<file path="src/sv/rme_pkg.sv">
// rme_pkg: shared constants, types and helper functions for the
// rotation matrix to euler angles block (cordic angle table, word layouts)
package rme_pkg;

  localparam int unsigned AngW    = 34;  // q2.30 angle plus guard bits
  localparam int unsigned TabLen  = 24;
  localparam int unsigned ElemW   = 16;
  localparam int unsigned FracBits = 14;  // q1.14 matrix elements
  localparam int unsigned InDataW = 112;
  localparam int unsigned OutDataW = 48;
  localparam logic signed [AngW-1:0] HalfPiQ30 = 34'sd1686629713;
  localparam logic signed [15:0] PiQ13     = 16'sd25736;
  localparam logic signed [15:0] HalfPiQ13 = 16'sd12868;

  typedef logic signed [AngW-1:0] ang_t;

  function automatic ang_t atan_entry(input int unsigned i);
    ang_t r;
    r = '0;
    unique case (i)
      0: r = 34'sh3243F6A8;  1: r = 34'sh1DAC6705;  2: r = 34'sh0FADBAFC;
      3: r = 34'sh07F56EA6;  4: r = 34'sh03FEAB76;  5: r = 34'sh01FFD55B;
      6: r = 34'sh00FFFAAA;  7: r = 34'sh007FFF55;  8: r = 34'sh003FFFEA;
      9: r = 34'sh001FFFFD;  10: r = 34'sh000FFFFF; 11: r = 34'sh0007FFFF;
      12: r = 34'sh0003FFFF; 13: r = 34'sh0001FFFF; 14: r = 34'sh0000FFFF;
      15: r = 34'sh00007FFF; 16: r = 34'sh00003FFF; 17: r = 34'sh00001FFF;
      18: r = 34'sh00000FFF; 19: r = 34'sh000007FF; 20: r = 34'sh000003FF;
      21: r = 34'sh000001FF; 22: r = 34'sh000000FF; 23: r = 34'sh0000007F;
      default: r = '0;
    endcase
    return r;
  endfunction

  // q2.30 to q2.13, round half up, saturate to +/-lim
  function automatic logic signed [15:0] to_q13(input ang_t z,
                                                input logic signed [15:0] lim);
    logic signed [AngW:0] t;
    logic signed [17:0]   r;
    t = {z[AngW-1], z} + (AngW+1)'(65536);
    r = 18'(t >>> 17);
    if (r > 18'(lim)) r = 18'(lim);
    if (r < -18'(lim)) r = -18'(lim);
    return r[15:0];
  endfunction

  // per-item control that rides along the chain
  typedef struct packed {
    logic lock_pos;
    logic lock_neg;
    logic order;
    logic zero_a;  // both arguments of lane 0 are zero
    logic zero_b;  // both arguments of lane 1 are zero
  } ctl_t;

endpackage

</file>
<file path="src/sv/rme_cell.sv">
// rme_cell: one cordic vectoring iteration for three arctangent lanes plus
// one step of the restoring square root; depends on rme_pkg
module rme_cell #(
  parameter int unsigned StageA = 0,
  parameter int unsigned OnA    = 1,
  parameter int unsigned StageB = 0,
  parameter int unsigned OnB    = 0,
  parameter int unsigned XW     = 36
) (
  input  logic                      clk_i,
  input  logic                      en_i,
  input  logic signed [XW-1:0]      x_i [3],
  input  logic signed [XW-1:0]      y_i [3],
  input  rme_pkg::ang_t             z_i [3],
  input  logic [31:0]               sq_rem_i,
  input  logic [31:0]               sq_res_i,
  input  logic [31:0]               sq_bit_i,
  input  logic [15:0]               s_i,
  output logic signed [XW-1:0]      x_o [3],
  output logic signed [XW-1:0]      y_o [3],
  output rme_pkg::ang_t             z_o [3],
  output logic [31:0]               sq_rem_o,
  output logic [31:0]               sq_res_o,
  output logic [31:0]               sq_bit_o,
  output logic [15:0]               s_o
);

  logic signed [XW-1:0] x_d [3];
  logic signed [XW-1:0] y_d [3];
  rme_pkg::ang_t        z_d [3];
  logic [31:0]          rem_d, res_d;

  // lanes 0/1 use stage a, lane 2 (pitch) uses stage b
  always_comb begin
    for (int l = 0; l < 3; l++) begin
      if ((l < 2) ? (OnA != 0) : (OnB != 0)) begin
        if (!y_i[l][XW-1]) begin
          x_d[l] = x_i[l] + (y_i[l] >>> ((l < 2) ? StageA : StageB));
          y_d[l] = y_i[l] - (x_i[l] >>> ((l < 2) ? StageA : StageB));
          z_d[l] = z_i[l] + rme_pkg::atan_entry((l < 2) ? StageA : StageB);
        end else begin
          x_d[l] = x_i[l] - (y_i[l] >>> ((l < 2) ? StageA : StageB));
          y_d[l] = y_i[l] + (x_i[l] >>> ((l < 2) ? StageA : StageB));
          z_d[l] = z_i[l] - rme_pkg::atan_entry((l < 2) ? StageA : StageB);
        end
      end else begin
        x_d[l] = x_i[l];
        y_d[l] = y_i[l];
        z_d[l] = z_i[l];
      end
    end
    if (sq_rem_i >= sq_res_i + sq_bit_i) begin
      rem_d = sq_rem_i - (sq_res_i + sq_bit_i);
      res_d = (sq_res_i >> 1) + sq_bit_i;
    end else begin
      rem_d = sq_rem_i;
      res_d = sq_res_i >> 1;
    end
  end

  always_ff @(posedge clk_i) begin
    if (en_i) begin
      x_o      <= x_d;
      y_o      <= y_d;
      z_o      <= z_d;
      sq_rem_o <= rem_d;
      sq_res_o <= res_d;
      sq_bit_o <= sq_bit_i >> 2;
      s_o      <= s_i;
    end
  end

endmodule

</file>
<file path="config.mk">
export PLATFORM = sky130hd
export DESIGN_NAME = rme_cell
export DESIGN_NICKNAME = d
export VERILOG_FILES = /design/src/sv/rme_pkg.sv /design/src/sv/rme_cell.sv
export SDC_FILE = /design/constraint.sdc
export NUM_CORES = 1
export LEC_CHECK = 0
export BUFFER_PORTS_ARGS = -buffer_cell sky130_fd_sc_hd__buf_2
export CORE_AREA = 2 2 332 334
export CTS_CLUSTER_SIZE = 8
export DETAILED_ROUTE_END_ITERATION = 10
export DIE_AREA = 0 0 334 336
export HOLD_SLACK_MARGIN = 0.1
export SETUP_SLACK_MARGIN = 0.3
export SLEW_MARGIN = 20
export SYNTH_ARGS = -nofsm -noshare
export SYNTH_HDL_FRONTEND = slang
export SYNTH_SLANG_ARGS = --single-unit
</file>
<file path="constraint.sdc">
create_clock -name clk_i -period 5.1 [get_ports clk_i]
set_input_delay 0.255 -clock clk_i [delete_from_list [all_inputs] [get_ports clk_i]]
set_output_delay 0.255 -clock clk_i [all_outputs]
set_load 0.02 [all_outputs]
</file>
==> results of run 1 <==
[repair_timing]
item | 4_1_cts | 5_1_grt
endpoints found under the setup margin | 0 | 64
hold buffers | 242 | 5
buffers inserted | 0 | 10
gates resized for setup | 0 | 74
endpoints found under the hold margin | 244 | 5
[where the power goes]
| group | leakage, nW | internal [mW] | switching [mW] |
|---|---|---|---|
| logic | 14.5 | 2.11 | 3.29 |
| registers | 4.17 | 4.54 | 0.197 |
| clock network | 0.960 | 2.56 | 1.69 |
[final timing paths]
path | to | from | depth (start not counted) | slack (ps)
hold / removal | z_o[44] | z_i[44] | 3 | 170
setup / recovery | sq_res_o[0] | sq_bit_i[14] | 23 | 490
[registers in the layout, summed over array words and instances, names as in the netlist]
signal    count
sq_bit_o     30
sq_rem_o     32
y_o         108
s_o          16
sq_res_o     32
x_o         106
z_o         102
[cell usage in the layout, fill, tap and decap left out, types with 30 or more instances in the layout]
cell / count
a21o_1: 117
xnor2_1: 209
nand2b_1: 37
nor2_1: 274
o21ai_0: 173
xor2_1: 64
inv_1: 255
mux2i_1: 35
nor3_1: 64
edfxtp_1: 426
buf_4: 106
nand4_1: 31
a211oi_1: 44
a21oi_1: 421
buf_2: 848
clkbuf_16: 72
ha_1: 356
nand2_1: 147
o21bai_1: 88
nor2b_1: 41
dlygate4sd3_1: 239
diode_2: 30
nand3_1: 50
[metal layers]
metal	vias up	share of wire [%]	global-route usage, %
met5	-	0.091	0
met1	14960	39	26.74
met3	262	9.0	5.127
met4	20	4.3	9.412
met2	1444	47	36.96
li1	14850	-	-
[logic make-up after synthesis]
kind of cell / after synthesis
multiplexers: 57
buffers and inverters: 379
AO/OA/AOI/OAI: 1129
AND/OR/NAND/NOR: 761
other: 1
adder cells (fa/ha/maj): 373
XOR/XNOR: 273
flip-flops: 426
[worst min-delay path, stage by stage]
cell and delay [ps]:
buf_2 80, ha_1 220, xnor2_1 140
[metrics by stage]
step / cells / total power, mW / worst slack (ps)
floorplan: 3400 / 7.888 / 342.0
global placement: 5655 / 9.824 / -170.1
detailed placement: 5655 / 9.823 / -287.6
CTS: 5989 / 14.33 / 310.7
global route: 6025 / 15.10 / 242.4
finish: 6038 / 14.39 / 489.8
[final cells by class]
type	count	area, sq um	share of cell area [%]
Antenna cell	30	75.07	0.1699
Clock buffer	76	1732	3.918
Clock inverter	16	232.7	0.5265
Inverter	261	979.7	2.217
Multi-Input combinational cell	2595	18770	42.48
Sequential cell	426	12790	28.94
Tap cell	1414	1769	4.003
Timing Repair Buffer	1220	7844	17.75
==> impl_metrics.py, run 1 <==
metrics = {
    "outcome": {
        "status": "finished clean",
    },
    "setup_path": {
        "worstPathArrival_ps": 4980,
        "critPathMaxStageDelay_ps": 540,
        "path_buf_inv": 8,
        "start_kind": "primary input",
        "critPathKind": "in2reg",
        "end_kind": "flip-flop",
        "crit_family": "compound AO/OA/AOI/OAI gates",
        "crit_chain": "dlygate4sd3_1 > buf_2 > ha_1 > a2111oi_1 > buf_4 > o311ai_1 > buf_4 > buf_4 > nand4_1 > o211ai_1 > a21o_1 > xnor2_1 > ha_1 > a21o_1 > a21o_1 > a21o_1 > a2111oi_2 > buf_4 > o21bai_4 > buf_6 > clkbuf_16 > nand2_1 > o21ai_0",
        "required_ps": 5470,
        "crit_slowest_cell": "dlygate4sd3_1",
        "crit_fanout": 25,
    },
    "finish": {
        "drive_above_1_share_pct": 25.23,
        "fin_area_sq_um": 44200,
        "fin_nets": 5376,
        "fill_cells": 10660,
        "final_core_util_pct": 40.77,
        "area_growth_syn_to_layout_pct": 34.46,
    },
    "yosys": {
        "avgSynthCellArea_sq_um": 9.671,
        "synth_top_family_by_area": "compound AO/OA/AOI/OAI gates",
        "synth_ff_type": "edfxtp_1",
        "ys_warn_count": 0,
        "yosysSeqAreaShare_pct": 38.92,
        "synth_area_sq_um": 32870,
        "ys_types": 91,
        "synth-xor-area-share_pct": 7.274,
        "synth_common_cells": "edfxtp_1, a21oi_1, ha_1",
        "async_flop_share_pct": 0,
        "synth_top_area_share_pct": 38.92,
        "yosysMostFrequentCell": "edfxtp_1",
        "ys_ff_latch": 426,
        "synth_mux_area_share_pct": 1.819,
        "synth-compound-area-share_pct": 22.03,
        "synth_top_cells_by_area": "edfxtp_1, ha_1, a21oi_1, xnor2_1, nor2_1",
        "yosys.area.top_type": "edfxtp_1",
        "yosys.area_share.simple_pct": 10.95,
        "synthAdderAreaFrac_pct": 14.45,
        "synth_edf_count": 426,
        "syn_inst": 3399,
    },
    "floorplan": {
        "die_h_um": 336,
        "placementRows": 121,
        "core_area_sq_um": 108400,
        "chipWidth_um": 334,
        "start_util_pct": 30.32,
        "ioPinCount": 862,
        "die-area_sq_um": 112200,
    },
    "placed_design": {
        "port_buffers": 859,
        "hpwlAfterDp_mm": 102.8,
        "dpl-instance-area_sq_um": 39250,
        "gp_congestion": 0.9783,
    },
    "sta": {
        "period_needed_ps": 4610,
        "hold_violations": 0,
        "max_clock_freq_mhz": 216.9,
        "period_share_pct": 90.40,
        "slew_headroom_pct": 27.44,
        "whs_ps": 166.6,
        "drv_slew": 0,
        "tns_ps": 0,
        "grt_setup_unrepaired": "no",
        "tightest_slew_ps": 1071,
        "finalSetupViolCount": 0,
    },
    "detailed_routing": {
        "wirelength_mm": 130.2,
        "drtIter0Drc": 2640,
        "via_per_inst": 5.224,
        "drc": 0,
        "final_antenna_net_count": 0,
        "drt_pre_antenna_iters": 6,
        "wl_per_cell_um": 21.56,
        "vias": 31540,
    },
    "global_routing": {
        "antenna_found_initial": 54,
        "grt_util_all_layers_pct": 21.92,
        "grt_pass1_wl_mm": 187.0,
        "grt_max_degree": 115,
        "grt_pass1_vias": 30790,
        "grt_overflow": 0,
    },
    "clocking": {
        "numClockSinks": 426,
        "root_buffer": "clkbuf_16",
        "path_clk_slew_ps": 60,
        "cts_buffers": 67,
        "cts_tree": "done",
        "clockBufferDepth": 3,
        "htreeDepth": 3,
    },
    "pwr": {
        "power.density_nw_per_um2": 325.6,
        "peakVddDrop_uv": 242.4,
        "leakagePower_nw": 19.65,
    },
    "min_path": {
        "hold_class": "in2reg",
    },
    "flow_run": {
        "maxCapViolCount": 0,
    },
}
Note: power is estimated with default switching activity, not from simulation.
==> inputs of run 2 (changes only) <==
==> constraint.sdc (replaced) <==
create_clock -name clk_i -period 5.1 [get_ports clk_i]
set_input_delay 1.02 -clock clk_i [delete_from_list [all_inputs] [get_ports clk_i]]
set_output_delay 1.02 -clock clk_i [all_outputs]
set_load 0.02 [all_outputs]
==> run 2 against run 1 <==
Net effect:
- largest cell class unchanged
- first-iteration DRC count decreased by 14%
- global-route usage about the same
- maximum frequency decreased by 6.4%
- combinational power increased by 4.4%
- power increased by 0.69%
- final area decreased by 2.4%
- sequential cell count unchanged
- clock power decreased by 4%
- non-clock buffer count decreased by 121
- sequential share of layout area increased by 0.72 points
- routed wire length decreased by 0.16%
==> impl_metrics.py, run 2 (same netlist as run 1, synthesis figures left out) <==
metrics = {
    "outcome": {
        "status": "finished clean",
    },
    "placed_design": {
        "port_buffers": 859,
        "gp_congestion": 0.9740,
        "hpwlAfterDp_mm": 105.2,
        "post-place-ws_ps": -567.9,
        "dp_cells": 5767,
    },
    "sta": {
        "hold_violations": 0,
        "tns_ps": 0,
        "finalSetupViolCount": 0,
        "fin_ws_ps": 172.2,
        "slew_headroom_pct": 29.47,
        "whs_ps": 569.0,
        "period_share_pct": 96.62,
        "grt_setup_unrepaired": "yes",
        "tightest_slew_ps": 1041,
        "drv_slew": 0,
        "period_needed_ps": 4928,
        "max_clock_freq_mhz": 202.9,
    },
    "floorplan": {
        "ioPinCount": 862,
        "core_area_sq_um": 108400,
        "die-area_sq_um": 112200,
        "start_util_pct": 30.32,
        "chipWidth_um": 334,
        "die_h_um": 336,
        "placementRows": 121,
    },
    "setup_path": {
        "critPathKind": "in2reg",
        "start_kind": "primary input",
        "crit_fanout": 21,
        "worstPathArrival_ps": 5290,
        "end_kind": "flip-flop",
        "required_ps": 5460,
    },
    "clocking": {
        "numClockSinks": 426,
        "htreeDepth": 3,
        "clockBufferDepth": 3,
        "root_buffer": "clkbuf_16",
        "hold_buffers": 0,
        "path_clk_slew_ps": 50,
        "cts_buffers": 66,
        "cts_tree": "done",
    },
    "detailed_routing": {
        "wl_per_cell_um": 21.98,
        "drt_pre_antenna_iters": 6,
        "final_antenna_net_count": 0,
        "drc": 0,
        "vias": 31030,
        "wirelength_mm": 130.0,
        "via_per_inst": 5.247,
        "drtIter0Drc": 2272,
    },
    "finish": {
        "drive_above_1_share_pct": 30.13,
        "mostFrequentLayoutCell": "buf_2",
        "multi_input_area_sq_um": 19210,
        "regArea_sq_um": 12790,
        "layout.cells.non_filler": 5914,
        "largest_register": "y_o",
        "fin_nets": 5254,
        "final_cell_mix": "buf_2, edfxtp_1, a21oi_1",
        "fill_cells": 10890,
        "largest_reg_flops": 108,
        "area_growth_syn_to_layout_pct": 31.21,
        "largestRegisters": "y_o x108, x_o x106, z_o x102",
    },
    "pwr": {
        "p_total_mw": 14.49,
        "leakagePower_nw": 19.22,
        "power.density_nw_per_um2": 336.0,
        "peakVddDrop_uv": 251.1,
    },
    "min_path": {
        "min_from": "y_i[31]",
        "hold_class": "in2reg",
        "hold_depth": 1,
        "worstHoldEndpoint": "y_o[31]",
    },
    "global_routing": {
        "grt_overflow": 0,
        "grt_max_degree": 86,
        "grt_pass1_vias": 29840,
        "antenna_found_initial": 50,
        "grt_util_all_layers_pct": 21.89,
        "grt_pass1_wl_mm": 185.3,
    },
    "flow_run": {
        "maxCapViolCount": 0,
    },
}
==> run 2: what timing repair did <==
action / 4_1_cts / 5_1_grt
endpoints found under the setup margin: 49 / 64
gates resized for setup: 48 / 102
pin swaps: 21 / 26
buffers inserted: 19 / 4
cloned: 2 / 3
==> run 2: final cells by class <==
cell class / instances / share of cell area, %
flip-flops and latches: 426 / 29.66
multi-input cells: 2595 / 44.55
clock inverters: 16 / 0.4903
well taps: 1414 / 4.102
repair buffers: 1099 / 14.86
diodes: 30 / 0.1741
inverters: 261 / 2.272
clock buffers: 73 / 3.890
==> run 2: worst max-delay path by stage <==
| stage | from | end | slack, ps | cells past startpoint |
|---|---|---|---|---|
| CTS | sq_res_i[1] | sq_rem_o[11] | 250 | 23 |
| finish | sq_res_i[9] | sq_rem_o[29] | 170 | 23 |
| detailed placement | sq_res_i[5] | sq_rem_o[31] | -570 | 24 |
| global route | sq_res_i[1] | sq_rem_o[29] | 40 | 23 |
| floorplan | sq_res_i[4] | sq_rem_o[14] | -7 | 20 |
| global placement | sq_res_i[13] | sq_rem_o[30] | -500 | 22 |
==> run 2: metrics by stage <==
| stage | utilization [%] | area [sq um] |
|---|---|---|
| after detailed placement | 37.13 | 40250 |
| after global routing | 39.76 | 43100 |
| after global placement | 37.13 | 40250 |
| final | 39.79 | 43130 |
| after floorplan | - | 33030 |
| after CTS | 39.24 | 42540 |
==> run 2: layer usage <==
metal | vias up | wire length, um | GRT usage [%]
met2 | 1295 | 61960 | 37.00
met3 | 243 | 10390 | 5.323
li1 | 14630 | - | -
met5 | - | 159 | 0
met1 | 14840 | 52700 | 27.02
met4 | 26 | 4748 | 8.070
==> run 2: worst max-delay path: stages <==
cell and delay [ps]:
buf_4 130, ha_4 230, a21o_1 180, a21oi_2 160
o221ai_2 100, o21a_2 260, o211a_1 260, o41a_1 470
nand2_1 130, o21bai_1 80, xnor2_1 140, ha_1 310
a21o_1 200, a21o_1 160, a21o_1 160, a21o_1 180
a2111oi_4 340, o21bai_4 160, buf_4 180, buf_16 160
buf_4 140, nor2_1 80, a21oi_1 50
==> run 2: power by group <==
group          leakage [nW]  switching [mW]  internal (mW)
logic                  14.1            3.42           2.23
clock network         0.917            1.67           2.44
registers              4.17           0.200           4.54
total                  19.2            5.28           9.21
==> inputs of run 3 (changes only) <==
- GPL_TIMING_DRIVEN: default -> 0
- PLACE_DENSITY: default -> 0.61
==> run 3 against run 2 <==
Net effect:
- the flow now finishes with violations (setup timing)
- setup slack got worse by 230 ps
- hold slack got worse by 10 ps
- critical path depth rose by 1
- non-clock buffer count fell by 74
- global-route usage rose by 1.1 points
- final cell count fell by 1.4%
- critical endpoint is now sq_rem_o[30]
- largest power group unchanged
==> impl_metrics.py, run 3 (same netlist as run 1, synthesis figures left out) <==
metrics = {
    "detailed_routing": {
        "final_antenna_net_count": 0,
        "via_per_inst": 5.349,
        "vias": 31200,
        "wirelength_mm": 136.7,
        "drt_pre_antenna_iters": 6,
        "wl_per_cell_um": 23.45,
        "drc": 0,
        "drtIter0Drc": 2472,
    },
    "sta": {
        "period_needed_ps": 5153,
        "drv_slew": 0,
        "fin_ws_ps": -53.04,
        "max_clock_freq_mhz": 194.1,
        "grt_setup_unrepaired": "yes",
        "tightest_slew_ps": 1221,
        "hold_violations": 0,
        "tns_ps": -329.6,
        "finalSetupViolCount": 17,
        "slew_headroom_pct": 17.32,
        "whs_ps": 558.8,
        "period_share_pct": 101.0,
    },
    "outcome": {
        "status": "finished, violations left",
        "violations": "setup timing",
    },
    "setup_path": {
        "worstPathArrival_ps": 5510,
        "required_ps": 5460,
        "crit_fanout": 7,
        "critPathKind": "in2reg",
        "start_kind": "primary input",
        "end_kind": "flip-flop",
    },
    "global_routing": {
        "antenna_found_initial": 62,
        "grt_pass1_wl_mm": 192.2,
        "grt_max_degree": 105,
        "grt_overflow": 0,
        "grt_pass1_vias": 29830,
        "grt_util_all_layers_pct": 22.96,
    },
    "placed_design": {
        "dp_cells": 5679,
        "port_buffers": 859,
        "gp_congestion": 0.9597,
        "hpwlAfterDp_mm": 110.0,
    },
    "floorplan": {
        "die_h_um": 336,
        "core_area_sq_um": 108400,
        "start_util_pct": 30.32,
        "ioPinCount": 862,
        "placementRows": 121,
        "die-area_sq_um": 112200,
        "chipWidth_um": 334,
    },
    "clocking": {
        "clockBufferDepth": 3,
        "path_clk_slew_ps": 60,
        "cts_buffers": 66,
        "root_buffer": "clkbuf_16",
        "htreeDepth": 3,
        "cts_tree": "done",
        "numClockSinks": 426,
        "hold_buffers": 0,
    },
    "pwr": {
        "peakVddDrop_uv": 229.8,
        "leakagePower_nw": 18.66,
        "power.density_nw_per_um2": 342.0,
    },
    "finish": {
        "layout.cells.non_filler": 5832,
        "area_growth_syn_to_layout_pct": 29.20,
        "final_cell_mix": "buf_2, edfxtp_1, a21oi_1",
        "fin_nets": 5180,
        "fill_cells": 10920,
        "largestRegisters": "y_o x108, x_o x106, z_o x102",
        "drive_above_1_share_pct": 27.69,
        "largest_register": "y_o",
        "mostFrequentLayoutCell": "buf_2",
        "largest_reg_flops": 108,
    },
    "min_path": {
        "min_from": "x_i[14]",
        "hold_class": "in2reg",
        "hold_depth": 1,
        "worstHoldEndpoint": "x_o[14]",
    },
    "flow_run": {
        "maxCapViolCount": 0,
    },
}
==> run 3: cell count changes in the layout (fill, tap and decap cells not counted), sizes merged <==
cell    previous run  this run
bufinv             2         3
inv              261       262
diode             30        27
buf             1095       957
clkbuf            77       138
clkinv            14        10
==> run 3: worst max-delay path by stage <==
stage                           start  cells past startpoint      endpoint  slack, ps
final                     sq_res_i[6]                     24  sq_rem_o[30]        -50
after global routing      sq_res_i[2]                     25  sq_rem_o[30]       -110
after CTS                 sq_bit_i[0]                     23  sq_rem_o[30]         10
after detailed placement  sq_res_i[0]                     26  sq_res_o[26]      -1500
after global placement           en_i                      1       x_o[98]      -3740
after floorplan           sq_res_i[4]                     20  sq_rem_o[14]         -7
==> run 3: report_power, final <==
group | switching [mW] | internal [mW] | leakage [nW] | total, mW
logic | 3.56 | 2.10 | 13.6 | 5.66
registers | 0.170 | 4.54 | 4.17 | 4.71
clock network | 1.64 | 2.52 | 0.932 | 4.16
==> run 3: area by class of cell <==
| type | count | area, sq um | area share, % |
|---|---|---|---|
| Buffer | 118 | 679.4 | 1.600 |
| Clock buffer | 70 | 1709 | 4.025 |
| Sequential cell | 426 | 12790 | 30.12 |
| Tap cell | 1414 | 1769 | 4.166 |
| Timing Repair Buffer | 907 | 4935 | 11.62 |
| Clock inverter | 14 | 180.2 | 0.4243 |
| Inverter | 261 | 980.9 | 2.310 |
| Multi-Input combinational cell | 2595 | 19350 | 45.57 |
| Antenna cell | 27 | 67.56 | 0.1591 |
==> run 3: critical path, cell delays in order <==
cell       delay (ps)
buf_8             110
ha_4              230
buf_8             120
a21o_1            150
a21oi_2           160
o221ai_1          120
o21a_1            260
o211a_1           270
o41a_1            420
nand2_1           100
buf_4             110
nand2b_1           70
a21oi_2           150
xor2_1             80
ha_1              330
nand2_1           160
nor3_2            280
o21ai_2           100
a21oi_2           220
a2111oi_4          70
o21bai_4          280
buf_6             180
buf_12            150
mux2_2            350
==> run 3: metrics by stage <==
stage / util, % / setup WS (ps) / total power, mW / area [sq um]
after floorplan: - / -7.351 / 7.927 / 33030
after global placement: 36.06 / -3739 / 9.840 / 39090
after detailed placement: 36.21 / -1496 / 9.814 / 39250
after CTS: 38.62 / 11.59 / 14.37 / 41870
after global routing: 39.15 / -112.2 / 15.18 / 42440
final: 39.18 / -53.04 / 14.52 / 42470
==> run 3: timing repair <==
item,CTS,global route
gates resized for setup,107,89
pin swaps,32,44
buffers inserted,23,14
cloned,2,3
endpoints found under the setup margin,69,66
==> run 3: metal layers <==
layer	vias up	GRT usage (%)	wire [um]
li1	14480	-	-
met1	14890	27.45	53130
met2	1469	39.27	65650
met3	337	6.292	12120
met4	30	8.626	5634
met5	-	0	204
